--- src/hw/rtl/ipv4dq_pkg.sv ---
`default_nettype none

package ipv4dq_pkg;

   localparam int MAX_CHARS  = 15;
   localparam int MAX_DIGITS = 3;

   localparam int CHAR_COUNT_WIDTH  = 5;
   localparam int DOT_COUNT_WIDTH   = 3;
   localparam int DIGIT_COUNT_WIDTH = 3;
   localparam int PART_VALUE_WIDTH  = 10;
   localparam int PRODUCT_WIDTH     = 14;

   localparam logic [CHAR_COUNT_WIDTH-1:0] CHAR_COUNT_SAT =
      CHAR_COUNT_WIDTH'(MAX_CHARS + 1);
   localparam logic [CHAR_COUNT_WIDTH-1:0] CHAR_COUNT_LIMIT =
      CHAR_COUNT_WIDTH'(MAX_CHARS);
   localparam logic [DIGIT_COUNT_WIDTH-1:0] DIGIT_COUNT_SAT =
      DIGIT_COUNT_WIDTH'(MAX_DIGITS + 1);
   localparam logic [DIGIT_COUNT_WIDTH-1:0] DIGIT_COUNT_LIMIT =
      DIGIT_COUNT_WIDTH'(MAX_DIGITS);
   localparam logic [DOT_COUNT_WIDTH-1:0] DOT_COUNT_SAT      = 3'd4;
   localparam logic [DOT_COUNT_WIDTH-1:0] DOT_COUNT_EXPECTED = 3'd3;
   localparam logic [PART_VALUE_WIDTH-1:0] PART_VALUE_SAT    = 10'd1023;
   localparam logic [PART_VALUE_WIDTH-1:0] OCTET_MAX         = 10'd255;

   localparam logic [7:0] DOT_CHAR   = 8'h2E;
   localparam logic [7:0] DIGIT_LOW  = 8'h30;
   localparam logic [7:0] DIGIT_HIGH = 8'h39;

   localparam logic [7:0] CLASS_A_MAX = 8'd127;
   localparam logic [7:0] CLASS_B_MAX = 8'd191;
   localparam logic [7:0] CLASS_C_MAX = 8'd223;

   localparam logic [3:0] STATUS_OK          = 4'd0;
   localparam logic [3:0] STATUS_TOO_LONG    = 4'd1;
   localparam logic [3:0] STATUS_BAD_CHAR    = 4'd2;
   localparam logic [3:0] STATUS_DOTS_NOT_3  = 4'd3;
   localparam logic [3:0] STATUS_DOUBLE_DOT  = 4'd4;
   localparam logic [3:0] STATUS_TRAIL_DOT   = 4'd5;
   localparam logic [3:0] STATUS_PART_LONG   = 4'd6;
   localparam logic [3:0] STATUS_OVER_RANGE  = 4'd7;
   localparam logic [3:0] STATUS_FIRST_ZERO  = 4'd8;

   localparam logic [1:0] CLASS_A     = 2'd0;
   localparam logic [1:0] CLASS_B     = 2'd1;
   localparam logic [1:0] CLASS_C     = 2'd2;
   localparam logic [1:0] CLASS_OTHER = 2'd3;

   typedef struct packed {
      logic [7:0] character;
      logic       is_last;
   } req_word_type;

   typedef struct packed {
      logic [3:0] status;
      logic [1:0] address_class;
      logic [7:0] octet_first;
      logic [7:0] octet_second;
      logic [7:0] octet_third;
      logic [7:0] octet_fourth;
   } rsp_word_type;

   typedef struct packed {
      logic bad_char;
      logic double_dot;
      logic long_part;
      logic over_range;
   } error_flags_type;

   typedef struct packed {
      logic [CHAR_COUNT_WIDTH-1:0]  char_count;
      logic [DOT_COUNT_WIDTH-1:0]   dot_count;
      logic                         previous_was_dot;
      logic [DIGIT_COUNT_WIDTH-1:0] part_digit_count;
      logic [PART_VALUE_WIDTH-1:0]  part_value;
      logic [3:0][7:0]              octet_store;
      error_flags_type              error_flags;
   } parse_state_type;

   localparam parse_state_type PARSE_STATE_CLEAR = '0;

endpackage

`default_nettype wire

--- src/hw/rtl/ipv4_dotted_quad_checker_unit.sv ---
// Result words are registered in the output word register. Throughput: one character
// word per cycle unless stalled; the parse state updates in a single pass.
// A stalled result word stalls the input only when another final character is ready.
// Reset is synchronous and active high; it empties both word registers and clears
// the parse state, so the next character starts a new address.
`default_nettype none

module ipv4_dotted_quad_checker_unit
   import ipv4dq_pkg::*;
(
   input  wire logic         clock,
   input  wire logic         reset,
   input  wire logic         req_valid,
   output logic              req_stall,
   input  wire req_word_type req_word,
   output logic              rsp_valid,
   input  wire logic         rsp_stall,
   output rsp_word_type      rsp_word
);

   logic            in_valid_ff;
   logic            in_valid_in;
   req_word_type    in_word_ff;
   logic            out_valid_ff;
   logic            out_valid_in;
   rsp_word_type    out_word_ff;
   parse_state_type state_ff;
   parse_state_type state_in;
   rsp_word_type    step_word;
   logic            fire;
   logic            req_take;

   ipv4dq_step u_step (
      .state_cur  (state_ff),
      .req_word   (in_word_ff),
      .state_next (state_in),
      .rsp_word   (step_word)
   );

   assign fire      = in_valid_ff && (!in_word_ff.is_last || !out_valid_ff || !rsp_stall);
   assign req_stall = in_valid_ff && !fire;
   assign req_take  = req_valid && !req_stall;
   assign rsp_valid = out_valid_ff;
   assign rsp_word  = out_word_ff;

   always_comb begin
      if (!req_stall) begin
         in_valid_in = req_valid;
      end else begin
         in_valid_in = in_valid_ff;
      end
      if (fire && in_word_ff.is_last) begin
         out_valid_in = 1'b1;
      end else if (!rsp_stall) begin
         out_valid_in = 1'b0;
      end else begin
         out_valid_in = out_valid_ff;
      end
   end

   always_ff @(posedge clock) begin
      if (reset) begin
         in_valid_ff  <= 1'b0;
         out_valid_ff <= 1'b0;
         state_ff     <= PARSE_STATE_CLEAR;
      end else begin
         in_valid_ff  <= in_valid_in;
         out_valid_ff <= out_valid_in;
         if (fire) begin
            state_ff <= state_in;
         end
      end
   end

   always_ff @(posedge clock) begin
      if (req_take) begin
         in_word_ff <= req_word;
      end
      if (fire && in_word_ff.is_last) begin
         out_word_ff <= step_word;
      end
   end

endmodule

`default_nettype wire

--- src/hw/rtl/ipv4dq_step.sv ---
`default_nettype none

module ipv4dq_step
   import ipv4dq_pkg::*;
(
   input  wire parse_state_type state_cur,
   input  wire req_word_type    req_word,
   output parse_state_type      state_next,
   output rsp_word_type         rsp_word
);

   logic                         is_dot;
   logic                         is_digit;
   logic [PRODUCT_WIDTH-1:0]     product;
   logic [PART_VALUE_WIDTH-1:0]  digit_value;
   logic [DIGIT_COUNT_WIDTH-1:0] digit_count;
   logic [PART_VALUE_WIDTH-1:0]  close_value;
   logic [DIGIT_COUNT_WIDTH-1:0] close_count;
   logic                         close_part;
   parse_state_type              upd;
   logic [7:0]                   first;
   logic [3:0]                   status;
   logic [1:0]                   addr_class;

   assign is_dot   = (req_word.character == DOT_CHAR);
   assign is_digit = (req_word.character >= DIGIT_LOW) && (req_word.character <= DIGIT_HIGH);

   assign product = PRODUCT_WIDTH'(state_cur.part_value) * PRODUCT_WIDTH'(10)
                    + PRODUCT_WIDTH'(req_word.character[3:0]);

   always_comb begin
      if (product > PRODUCT_WIDTH'(PART_VALUE_SAT)) begin
         digit_value = PART_VALUE_SAT;
      end else begin
         digit_value = product[PART_VALUE_WIDTH-1:0];
      end
      if (state_cur.part_digit_count < DIGIT_COUNT_SAT) begin
         digit_count = state_cur.part_digit_count + 1'b1;
      end else begin
         digit_count = state_cur.part_digit_count;
      end
   end

   always_comb begin
      upd = state_cur;
      if (state_cur.char_count < CHAR_COUNT_SAT) begin
         upd.char_count = state_cur.char_count + 1'b1;
      end
      upd.previous_was_dot = is_dot;
      if (is_digit) begin
         upd.part_digit_count = digit_count;
         upd.part_value       = digit_value;
      end else if (!is_dot) begin
         upd.error_flags.bad_char = 1'b1;
      end
      if (is_dot && state_cur.previous_was_dot) begin
         upd.error_flags.double_dot = 1'b1;
      end

      // A dot closes the part built so far; the final character closes the
      // part that includes it.
      close_part  = is_dot || req_word.is_last;
      close_value = upd.part_value;
      close_count = upd.part_digit_count;
      if (close_part) begin
         if (close_count > DIGIT_COUNT_LIMIT) begin
            upd.error_flags.long_part = 1'b1;
         end else if (close_value > OCTET_MAX) begin
            upd.error_flags.over_range = 1'b1;
         end
         if (state_cur.dot_count < DOT_COUNT_SAT) begin
            upd.octet_store[state_cur.dot_count[1:0]] = close_value[7:0];
         end
         upd.part_digit_count = '0;
         upd.part_value       = '0;
      end
      if (is_dot && (state_cur.dot_count < DOT_COUNT_SAT)) begin
         upd.dot_count = state_cur.dot_count + 1'b1;
      end
   end

   assign first = upd.octet_store[0];

   always_comb begin
      priority if (upd.char_count > CHAR_COUNT_LIMIT) begin
         status = STATUS_TOO_LONG;
      end else if (upd.error_flags.bad_char) begin
         status = STATUS_BAD_CHAR;
      end else if (upd.dot_count != DOT_COUNT_EXPECTED) begin
         status = STATUS_DOTS_NOT_3;
      end else if (upd.error_flags.double_dot) begin
         status = STATUS_DOUBLE_DOT;
      end else if (is_dot) begin
         status = STATUS_TRAIL_DOT;
      end else if (upd.error_flags.long_part) begin
         status = STATUS_PART_LONG;
      end else if (upd.error_flags.over_range) begin
         status = STATUS_OVER_RANGE;
      end else if (first == 8'd0) begin
         status = STATUS_FIRST_ZERO;
      end else begin
         status = STATUS_OK;
      end

      priority if (first <= CLASS_A_MAX) begin
         addr_class = CLASS_A;
      end else if (first <= CLASS_B_MAX) begin
         addr_class = CLASS_B;
      end else if (first <= CLASS_C_MAX) begin
         addr_class = CLASS_C;
      end else begin
         addr_class = CLASS_OTHER;
      end
   end

   always_comb begin
      rsp_word.status = status;
      if (status == STATUS_OK) begin
         rsp_word.address_class = addr_class;
         rsp_word.octet_first   = upd.octet_store[0];
         rsp_word.octet_second  = upd.octet_store[1];
         rsp_word.octet_third   = upd.octet_store[2];
         rsp_word.octet_fourth  = upd.octet_store[3];
      end else begin
         rsp_word.address_class = CLASS_OTHER;
         rsp_word.octet_first   = 8'd0;
         rsp_word.octet_second  = 8'd0;
         rsp_word.octet_third   = 8'd0;
         rsp_word.octet_fourth  = 8'd0;
      end

      if (req_word.is_last) begin
         state_next = PARSE_STATE_CLEAR;
      end else begin
         state_next = upd;
      end
   end

endmodule

`default_nettype wire
--- config.mk ---
export PLATFORM = sky130hd
export DESIGN_NAME = ipv4_dotted_quad_checker_unit
export DESIGN_NICKNAME = d
export VERILOG_FILES = /design/src/hw/rtl/ipv4dq_pkg.sv /design/src/hw/rtl/ipv4_dotted_quad_checker_unit.sv /design/src/hw/rtl/ipv4dq_step.sv
export SDC_FILE = /design/constraint.sdc
export NUM_CORES = 1
export LEC_CHECK = 0
export BUFFER_PORTS_ARGS = -buffer_cell sky130_fd_sc_hd__buf_2
export CORE_MARGIN = 3
export CORE_UTILIZATION = 25
export DETAILED_ROUTE_END_ITERATION = 8
export GPL_TIMING_DRIVEN = 0
export HOLD_SLACK_MARGIN = 0.12
export PLACE_DENSITY = 0.43
export SYNTH_ARGS = -nofsm -noshare
export SYNTH_HDL_FRONTEND = slang
export SYNTH_SLANG_ARGS = --single-unit
--- constraint.sdc ---
create_clock -name clock -period 6.5 [get_ports clock]
set_clock_uncertainty 0.15 [all_clocks]
set_input_delay 0.325 -clock clock [delete_from_list [all_inputs] [get_ports clock]]
set_output_delay 0.325 -clock clock [all_outputs]
set_load 0.1 [all_outputs]
==> results of run 1 <==
## registers in the layout (all words and copies together) (netlist names)
signal	cells
rsp_word	38
in_word_ff	9
in_valid_ff	1
rsp_valid	1
state_ff	58
## worst max-delay path: stages (launching register included)
cell       delay (ns)
dfxtp_1          0.49
ha_1             0.29
ha_1             0.24
fa_1             0.44
a211oi_2         0.39
nor2_1           0.13
nor4_2           0.48
a31oi_1          0.15
o2111ai_1        0.30
a22oi_2          0.26
a21oi_1          0.88
o211ai_1         0.25
a311o_1          0.39
## placed cells by master (no fill, tap or decap), types with 4 or more instances in the layout
| cell | netlist | layout |
|---|---|---|
| nor2_1 | 85 | 84 |
| dfxtp_1 | 60 | 60 |
| buf_2 | 4 | 56 |
| edfxtp_1 | 47 | 47 |
| a22oi_1 | 37 | 37 |
| nand2_1 | 34 | 34 |
| a21oi_1 | 32 | 32 |
| ha_1 | 25 | 25 |
| mux2i_1 | 23 | 23 |
| clkbuf_1 | 19 | 22 |
| nor3_2 | 20 | 20 |
| o21ai_0 | 18 | 18 |
| nor3_1 | 16 | 16 |
| dlygate4sd3_1 | 0 | 11 |
| a31oi_1 | 10 | 10 |
| inv_1 | 9 | 9 |
| nand3_1 | 9 | 9 |
| clkbuf_16 | 0 | 9 |
| a21o_1 | 8 | 8 |
| nand4_1 | 7 | 7 |
| and3_1 | 7 | 7 |
| xor2_1 | 7 | 7 |
| nand2b_1 | 6 | 6 |
| or3b_2 | 5 | 5 |
| xnor2_1 | 5 | 5 |
| or3_1 | 4 | 4 |
| nor4_1 | 4 | 4 |
| nor2b_1 | 4 | 4 |
| o211ai_1 | 4 | 4 |
| o2111ai_1 | 4 | 4 |
| o21a_1 | 4 | 4 |
| or2_2 | 4 | 4 |
| o22a_1 | 4 | 4 |
## kinds of logic after synthesis
group | after synthesis | share of synthesized area [%]
AO/OA/AOI/OAI | 155 | 19.0
XOR/XNOR | 12 | 1.81
adder cells (fa/ha/maj) | 27 | 6.09
buffers and inverters | 39 | 3.00
flip-flops | 107 | 45.1
multiplexers | 24 | 4.17
AND/OR/NAND/NOR | 222 | 20.8
## layout make-up
| type | instances | share of cell area (%) |
|---|---|---|
| Tap cell | 285 | 5.24 |
| Sequential cell | 107 | 38.4 |
| Clock buffer | 12 | 3.47 |
| Buffer | 27 | 1.89 |
| Multi-Input combinational cell | 440 | 44.2 |
| Inverter | 12 | 0.661 |
| Clock inverter | 4 | 0.422 |
| Timing Repair Buffer | 64 | 5.73 |
## power by group
group / switching [mW] / total [mW] / internal [mW]
Sequential: 0.00690 / 0.717 / 0.710
Clock: 0.246 / 0.507 / 0.261
Combinational: 0.0890 / 0.114 / 0.0252
## final timing paths
| check | slack [ns] | to | depth (start not counted) | startpoint |
|---|---|---|---|---|
| setup / recovery | 1.40 | rsp_word[32] | 12 | state_ff[37] |
| hold / removal | 0.18 | state_ff[46] | 3 | reset |
| setup reg to reg | 1.40 | rsp_word[32] | 12 | state_ff[37] |
| hold reg to reg | 0.31 | state_ff[33] | 2 | state_ff[33] |
## routing by layer
layer / routed length (µm) / share of wire (%) / GRT usage [%] / vias up
met4: 395 / 2.4 / 4.75 / 0
met3: 812 / 5.0 / 2.82 / 28
met1: 7860 / 48 / 18.5 / 2327
met2: 7300 / 45 / 20.6 / 127
li1: - / - / - / 2357
met5: 0 / 0 / 0 / -
## stage by stage
stage               power [mW]  hold slack [ns]  cells
detailed placement       0.841            0.297    924
CTS                       1.36            0.158    951
finish                    1.34            0.176    951
global route              1.40            0.181    951
floorplan                0.809            0.274    586
global placement         0.839            0.290    923
## what timing repair did
item                                    CTS  global route
hold endpoints to repair                 11             0
hold buffers                             11             0
endpoints found under the setup margin    0             0
==> impl_results.md, run 1 <==
* Status: complete, no violations
* TritonRoute pass-1 iters at 4
* Slew Limit Headroom at 27.9%
* # fillers at 2,366
* CTS tree: built
* DRC at 0
* First-pass GRT wire length at 25.9 mm
* Worst setup EP type: flip-flop
* Starting Density at 25.5%
* Arr. time, crit path at 5.05 ns
* Synthesized netlist cell count at 586
* Initial antenna violation count at 0
* Post-synthesis average cell area at 9.88 µm²
* Fin util at 30.0%
* Slew Limit Fails at 0
* Final WL at 16.4 mm
* Power Density at 196 mW/mm²
* Core box area at 0.0227 mm²
* Vias in the first global route at 4,696
* Post-synthesis sequential area ratio at 45.1%
* Nets at 701
* Drt wl/cell at 17.2 µm
* Required @ worst endpoint at 6.45 ns
* CTS Buf Count at 9
* Antenna diode count at 0
* Final min period at 5.10 ns
* GP Congestion at 0.832
* Main synth FF type: dfxtp_1
* Die Area at 0.0250 mm²
* GRT Total Usage at 13.4%
* PostCTS Resize Cnt at 0
* Fin area at 0.00681 mm²
* Die W at 158 µm
* Register area at 0.00261 mm²
* Yosys top cell area share at 24.4%
* Post-CTS setup buffers at 0
* Area occupied by multi-input gates at 0.00301 mm²
* Die height at 158 µm
* IO Count at 53
* FF+latch count, synth at 107
* Pin count of the biggest net entering global routing at 38
* Yosys top cell by area: edfxtp_1
* Share of layout cells above drive strength 1 at 17.6%
* Root Buffer Master: clkbuf_16
* Grt ovf at 0
* Top cells by count, synth: nor2_1 (85), dfxtp_1 (60), edfxtp_1 (47), a22oi_1 (37), nand2_1 (34)
* Vias after detailed routing at 4,839
* Min-delay worst type: primary input to flip-flop
* Setup Crit Path Kind: flip-flop to flip-flop
* Setup TNS Final at 0 ns
* Setup Viol. Count Final at 0
* Via density at 5.09
* Synthesized cell area at 0.00579 mm²
* Period Utilization, post-route at 78.5%
* Most common cell in the netlist: nor2_1
* Final ANT Viol Nets at 0
* Placement Cell Area at 0.00644 mm²
* Async set or reset register ratio after synthesis at 0%
* Drt initial violations at 269
* Top cells by area, synth: edfxtp_1 (24%), dfxtp_1 (21%), nor2_1 (5.5%)
* EDFF count, synth at 47
* Yosys warning total at 0
* Max Freq at 196 MHz
* CP Launch Type: flip-flop
* Synthesis-to-finish area growth at 17.6%
* Clock slew at reported path FFs at 0.07 ns
* Clock buffer depth at 2
* Post-synth net total at 626
* IO buf count at 52
* H-tree depth at 3
* Pleak at 2.41 nW
* Insertion delay to the later sink of the worst-skew pair at 0.36 ns
* RSZ-0062 raised after global routing: no
* Max cap viols at 0
* Hpwl dp at 12.0 mm
* Final hold violation count at 0
* Peak VDD IR at 0.000111 V
* Distinct cell type count after synthesis at 65
* Final worst slack at 1.40 ns
* Place WS at 1.46 ns
* Critical-path maximum fanout at 10
* Worst-Margin Slew at 1.08 ns
* Num Clock Sinks at 107
* Site Rows at 55
Note: power is estimated with default switching activity, not from simulation.
==> run 2, diff against run 1 <==
clock period = 5.25 ns   (was 6.5 ns; I/O delays follow)
==> impl_results.md, run 2 (synthesis gave the netlist of run 1 again) <==
* Pin count of the biggest net entering global routing at 38
* Die height at 158 µm
* IO buf count at 52
* Crit path max-delay family: compound AO/OA/AOI/OAI gates
* Buffer and inverter count on the worst path at 0
* Min-delay worst type: flip-flop to flip-flop
* DP Cell Count at 924
* Nets at 710
* Internal Power at 1.23 mW
* Worst flop-to-flop path startpoint: state_ff[37]
* Max reg flops at 58
* Share of layout cells above drive strength 1 at 18.5%
* CP endpoint: rsp_word[32]
* Comb power frac at 8.6%
* Final WL at 16.5 mm
* Slew Limit Headroom at 26.7%
* Period Utilization, post-route at 93.8%
* Sw power at 0.425 mW
* Worst path cell trace: ha_1 -> ha_1 -> fa_1 -> a211oi_2 -> nor4_1 -> nor4b_1 -> nor3b_1 -> a211o_1 -> a22oi_2 -> nand3_1 -> a2111o_1 -> a311o_1
* Vias in the first global route at 4,714
* Initial antenna violation count at 0
* Power Density at 241 mW/mm²
* Setup Crit Path Kind: flip-flop to flip-flop
* Via density at 5.11
* Setup Viol. Count Final at 0
* Stages on worst setup path at 12
* Clock slew at reported path FFs at 0.07 ns
* Worst setup EP type: flip-flop
* Max cap viols at 0
* Status: complete, no violations
* GRT Total Usage at 13.4%
* R2R setup slack at 0.33 ns
* TritonRoute pass-1 iters at 4
* DRC at 0
* Max Freq at 203 MHz
* Area occupied by multi-input gates at 0.00302 mm²
* CP Launch Type: flip-flop
* First-pass GRT wire length at 25.9 mm
* H-tree depth at 3
* Sw frac at 25.6%
* # fillers at 2,366
* Crit path max-delay cell type: a2111o_1
* Clock buffer depth at 2
* Num Clock Sinks at 107
* IO Count at 53
* Vias after detailed routing at 4,905
* Grt ovf at 0
* CTS Buf Count at 9
* Setup TNS Final at 0 ns
* Root Buffer Master: clkbuf_16
* Required @ worst endpoint at 5.20 ns
* Antenna diode count at 0
* Site Rows at 55
* Drt initial violations at 338
* Final min period at 4.92 ns
* Most frequent cell on the critical path: ha_1
* Critical-path maximum fanout at 8
* Peak VDD IR at 0.000138 V
* Crit Reg-Reg Endpoint: rsp_word[32]
* Starting Density at 25.5%
* Smallest hold slack at 0.310 ns
* Final hold violation count at 0
* Final ANT Viol Nets at 0
* RSZ-0062 raised after global routing: no
* Insertion delay to the later sink of the worst-skew pair at 0.36 ns
* GP Congestion at 0.832
* Reg with most FFs: state_ff
* Slew Limit Fails at 0
* Synthesis-to-finish area growth at 18.9%
* CTS tree: built
* Non-Filler Instances at 960
* Clock share of power at 37.9%
* Die Area at 0.0250 mm²
* Die W at 158 µm
* Arr. time, crit path at 4.88 ns
* Seq pwr share at 53.5%
* Worst-Margin Slew at 1.09 ns
* Worst reg-to-reg path cell count at 12
* Most common cell after layout, fill and taps aside: nor2_1
* Pleak at 2.45 nW
* Leading cell types in the layout, fill and taps excluded: nor2_1 (84), dfxtp_1 (60), buf_2 (56), edfxtp_1 (47), a22oi_1 (37)
* Worst setup path start: state_ff[37]
* Register area at 0.00261 mm²
* Core box area at 0.0227 mm²
* Hpwl dp at 12.0 mm
* Drt wl/cell at 17.2 µm
* CP peak stage delay at 0.56 ns
==> run 2: cell types whose count changed in the layout (fill, tap and decap cells not counted), sizes merged <==
cell / before / now
buf: 61 / 68
dlygate4sd3: 11 / 13
==> run 2: area by class of cell <==
class                           count  share of cell area (%)
Multi-Input combinational cell    440                    43.8
Clock inverter                      4                   0.418
Tap cell                          285                    5.18
Clock buffer                       12                    3.43
Inverter                           12                   0.654
Timing Repair Buffer               73                    6.72
Sequential cell                   107                    37.9
Buffer                             27                    1.87
==> run 2: through the flow <==
| stage | power [mW] | worst slack, ns | area [µm²] | util, % |
|---|---|---|---|---|
| 2_1_floorplan | 1.00 | 1.03 | 5790 | - |
| 3_3_place_gp | 1.04 | 0.216 | 6410 | 28.2 |
| 3_5_place_dp | 1.04 | 0.207 | 6440 | 28.3 |
| 4_1_cts | 1.68 | 0.165 | 6830 | 30.1 |
| 5_1_grt | 1.73 | 0.0427 | 6890 | 30.3 |
| 6_report | 1.66 | 0.325 | 6890 | 30.3 |
==> run 2: worst min-delay path by stage <==
stage,startpoint,end,slack (ns),depth (start not counted)
floorplan,req_word[0],in_word_ff[0],0.21,0
global placement,state_ff[3],state_ff[3],0.29,2
detailed placement,req_word[0],in_word_ff[0],0.29,1
CTS,state_ff[33],state_ff[33],0.31,2
global route,state_ff[17],state_ff[17],0.32,2
finish,state_ff[33],state_ff[33],0.31,2
==> run 2: what timing repair did <==
item / CTS / global route
setup endpoints to repair: 0 / 25
hold endpoints to repair: 14 / 0
hold buffers: 13 / 0
resized for setup: 0 / 1
setup buffers: 0 / 7
==> run 2: worst min-delay path, stage by stage (launching register included) <==
cell and delay (ns):
dfxtp_1 0.31, nand2_1 0.05, a21oi_1 0.05
==> run 2: power by group through the flow <==
stage                     combinational (mW)  clock (mW)  sequential [mW]
after floorplan                       0.0502           0            0.951
after global placement                 0.132           0            0.907
after detailed placement               0.135           0            0.906
after CTS                              0.143       0.654            0.887
after global routing                   0.154       0.687            0.889
final                                  0.143       0.628            0.887
==> run 2: routing by layer <==
metal  track usage [%]  vias up  part of all wire [%]
met2              20.6      135                    45
li1                  -     2369                     -
met3              2.82       28                   5.3
met5                 0        -                     0
met1              18.5     2373                    48
met4              4.75        0                   2.4
==> run 3, diff against run 2 <==
CORE_UTILIZATION = 60   (was 25)
PLACE_DENSITY = 0.83   (was 0.43)
REMOVE_ABC_BUFFERS = 1   (was default)
==> impl_results.md, run 3 (synthesis gave the netlist of run 1 again) <==
* Max cap viols at 0
* Pin count of the biggest net entering global routing at 50
* Min-delay worst type: flip-flop to flip-flop
* CP endpoint: rsp_word[32]
* Hpwl dp at 9.33 mm
* Sw frac at 26.3%
* Setup TNS Final at 0 ns
* H-tree depth at 3
* R2R setup slack at 0.29 ns
* Final hold violation count at 0
* Drt initial violations at 474
* Setup Viol. Count Final at 0
* Internal Power at 1.15 mW
* Clock slew at reported path FFs at 0.10 ns
* Reg with most FFs: state_ff
* Crit Reg-Reg Endpoint: rsp_word[32]
* Critical-path maximum fanout at 10
* Pleak at 2.37 nW
* Final WL at 14.0 mm
* Antenna diode count at 0
* Share of layout cells above drive strength 1 at 18.6%
* Insertion delay to the later sink of the worst-skew pair at 0.37 ns
* Worst setup path start: state_ff[37]
* GRT Total Usage at 25.3%
* Seq pwr share at 56.8%
* Starting Density at 62.1%
* Slew Limit Fails at 0
* Via density at 6.40
* Sw power at 0.410 mW
* Placement Cell Area at 0.00612 mm²
* Core box area at 0.00933 mm²
* Synthesis-to-finish area growth at 12.9%
* Site Rows at 35
* Non-Filler Instances at 775
* Power Density at 239 mW/mm²
* Root Buffer Master: clkbuf_8
* Status: complete, no violations
* Fin area at 0.00654 mm²
* Vias in the first global route at 4,654
* Die W at 104 µm
* Setup Crit Path Kind: flip-flop to flip-flop
* Required @ worst endpoint at 5.23 ns
* DRC at 0
* Clock share of power at 34.7%
* Comb power frac at 8.5%
* Nets at 681
* Peak VDD IR at 0.000201 V
* Most common cell after layout, fill and taps aside: nor2_1
* RSZ-0062 raised after global routing: no
* Max Freq at 202 MHz
* CTS tree: built
* Num Clock Sinks at 107
* First-pass GRT wire length at 22.5 mm
* Final min period at 4.96 ns
* CTS Buf Count at 9
* Leading cell types in the layout, fill and taps excluded: nor2_1 (84), dfxtp_1 (60), buf_2 (52), edfxtp_1 (47), a22oi_1 (37)
* Arr. time, crit path at 4.93 ns
* CP Launch Type: flip-flop
* Vias after detailed routing at 4,960
* Grt ovf at 0
* TritonRoute pass-1 iters at 5
* Final ANT Viol Nets at 0
* GP Congestion at 0.911
* Die Area at 0.0109 mm²
* Clock buffer depth at 2
* Smallest hold slack at 0.310 ns
* Die height at 104 µm
* Worst setup EP type: flip-flop
* Slew Limit Headroom at 19.3%
* IO buf count at 52
* Initial antenna violation count at 0
* Drt wl/cell at 18.1 µm
* Max reg flops at 58
* Worst reg-to-reg path cell count at 12
* DP Cell Count at 742
* IO Count at 53
* Fin util at 70.1%
* Period Utilization, post-route at 94.4%
* Worst-Margin Slew at 1.20 ns
* Worst flop-to-flop path startpoint: state_ff[37]
-- run 3: worst max-delay path, cell delays in order, from the launching register on --
cell and delay, ns:
dfxtp_1 0.51, ha_1 0.29, ha_1 0.24, fa_1 0.44
a211oi_2 0.35, nor2_1 0.13, nor4_2 0.48, a31oi_1 0.15
o2111ai_1 0.29, a22oi_2 0.21, a21oi_1 0.87, o211ai_1 0.24
a311o_1 0.37
-- run 3: power by group through the flow --
stage	sequential [mW]	combinational (mW)	clock (mW)
global placement	0.906	0.119	0
finish	0.887	0.133	0.542
detailed placement	0.906	0.123	0
global route	0.889	0.141	0.584
floorplan	0.952	0.0428	0
CTS	0.887	0.131	0.544
-- run 3: repair_timing --
item                                    in CTS  in global routing
setup buffers                                1                  3
endpoints found under the hold margin       11                  0
hold buffers                                12                  0
endpoints found under the setup margin      32                 34
pin swaps                                    1                  2
gates resized for setup                      1                  1
cloned                                       0                  1
-- run 3: how the worst min path moves through the flow --
| stage | startpoint | cells after the start | endpoint |
|---|---|---|---|
| after floorplan | reset | 1 | in_valid_ff |
| after global placement | req_word[2] | 1 | in_word_ff[2] |
| after detailed placement | req_word[8] | 1 | in_word_ff[8] |
| after CTS | state_ff[17] | 2 | state_ff[17] |
| after global routing | state_ff[17] | 2 | state_ff[17] |
| final | state_ff[17] | 2 | state_ff[17] |
-- run 3: area by class of cell --
type	count	area, µm²
clock buffers	10	138
clock inverters	6	81.3
fillers	684	2790
inverters	12	45.0
multi-input cells	441	3030
flip-flops and latches	107	2610
well taps	129	161
repair buffers	70	467
-- run 3: metal layers --
metal  track usage, %  up-vias  share of wire (%)
li1                 -     2314                  -
met3             4.72       32                7.8
met1             33.2     2376                 43
met4             8.36        0                2.1
met2             42.3      238                 47
met5                0        -                  0
-- run 3: stage by stage --
stage / total power, mW / setup WS, ns
after floorplan: 0.995 / 0.408
final: 1.56 / 0.292
after CTS: 1.56 / -0.0656
after global routing: 1.61 / 0.00490
after detailed placement: 1.03 / -0.300
after global placement: 1.03 / -0.500
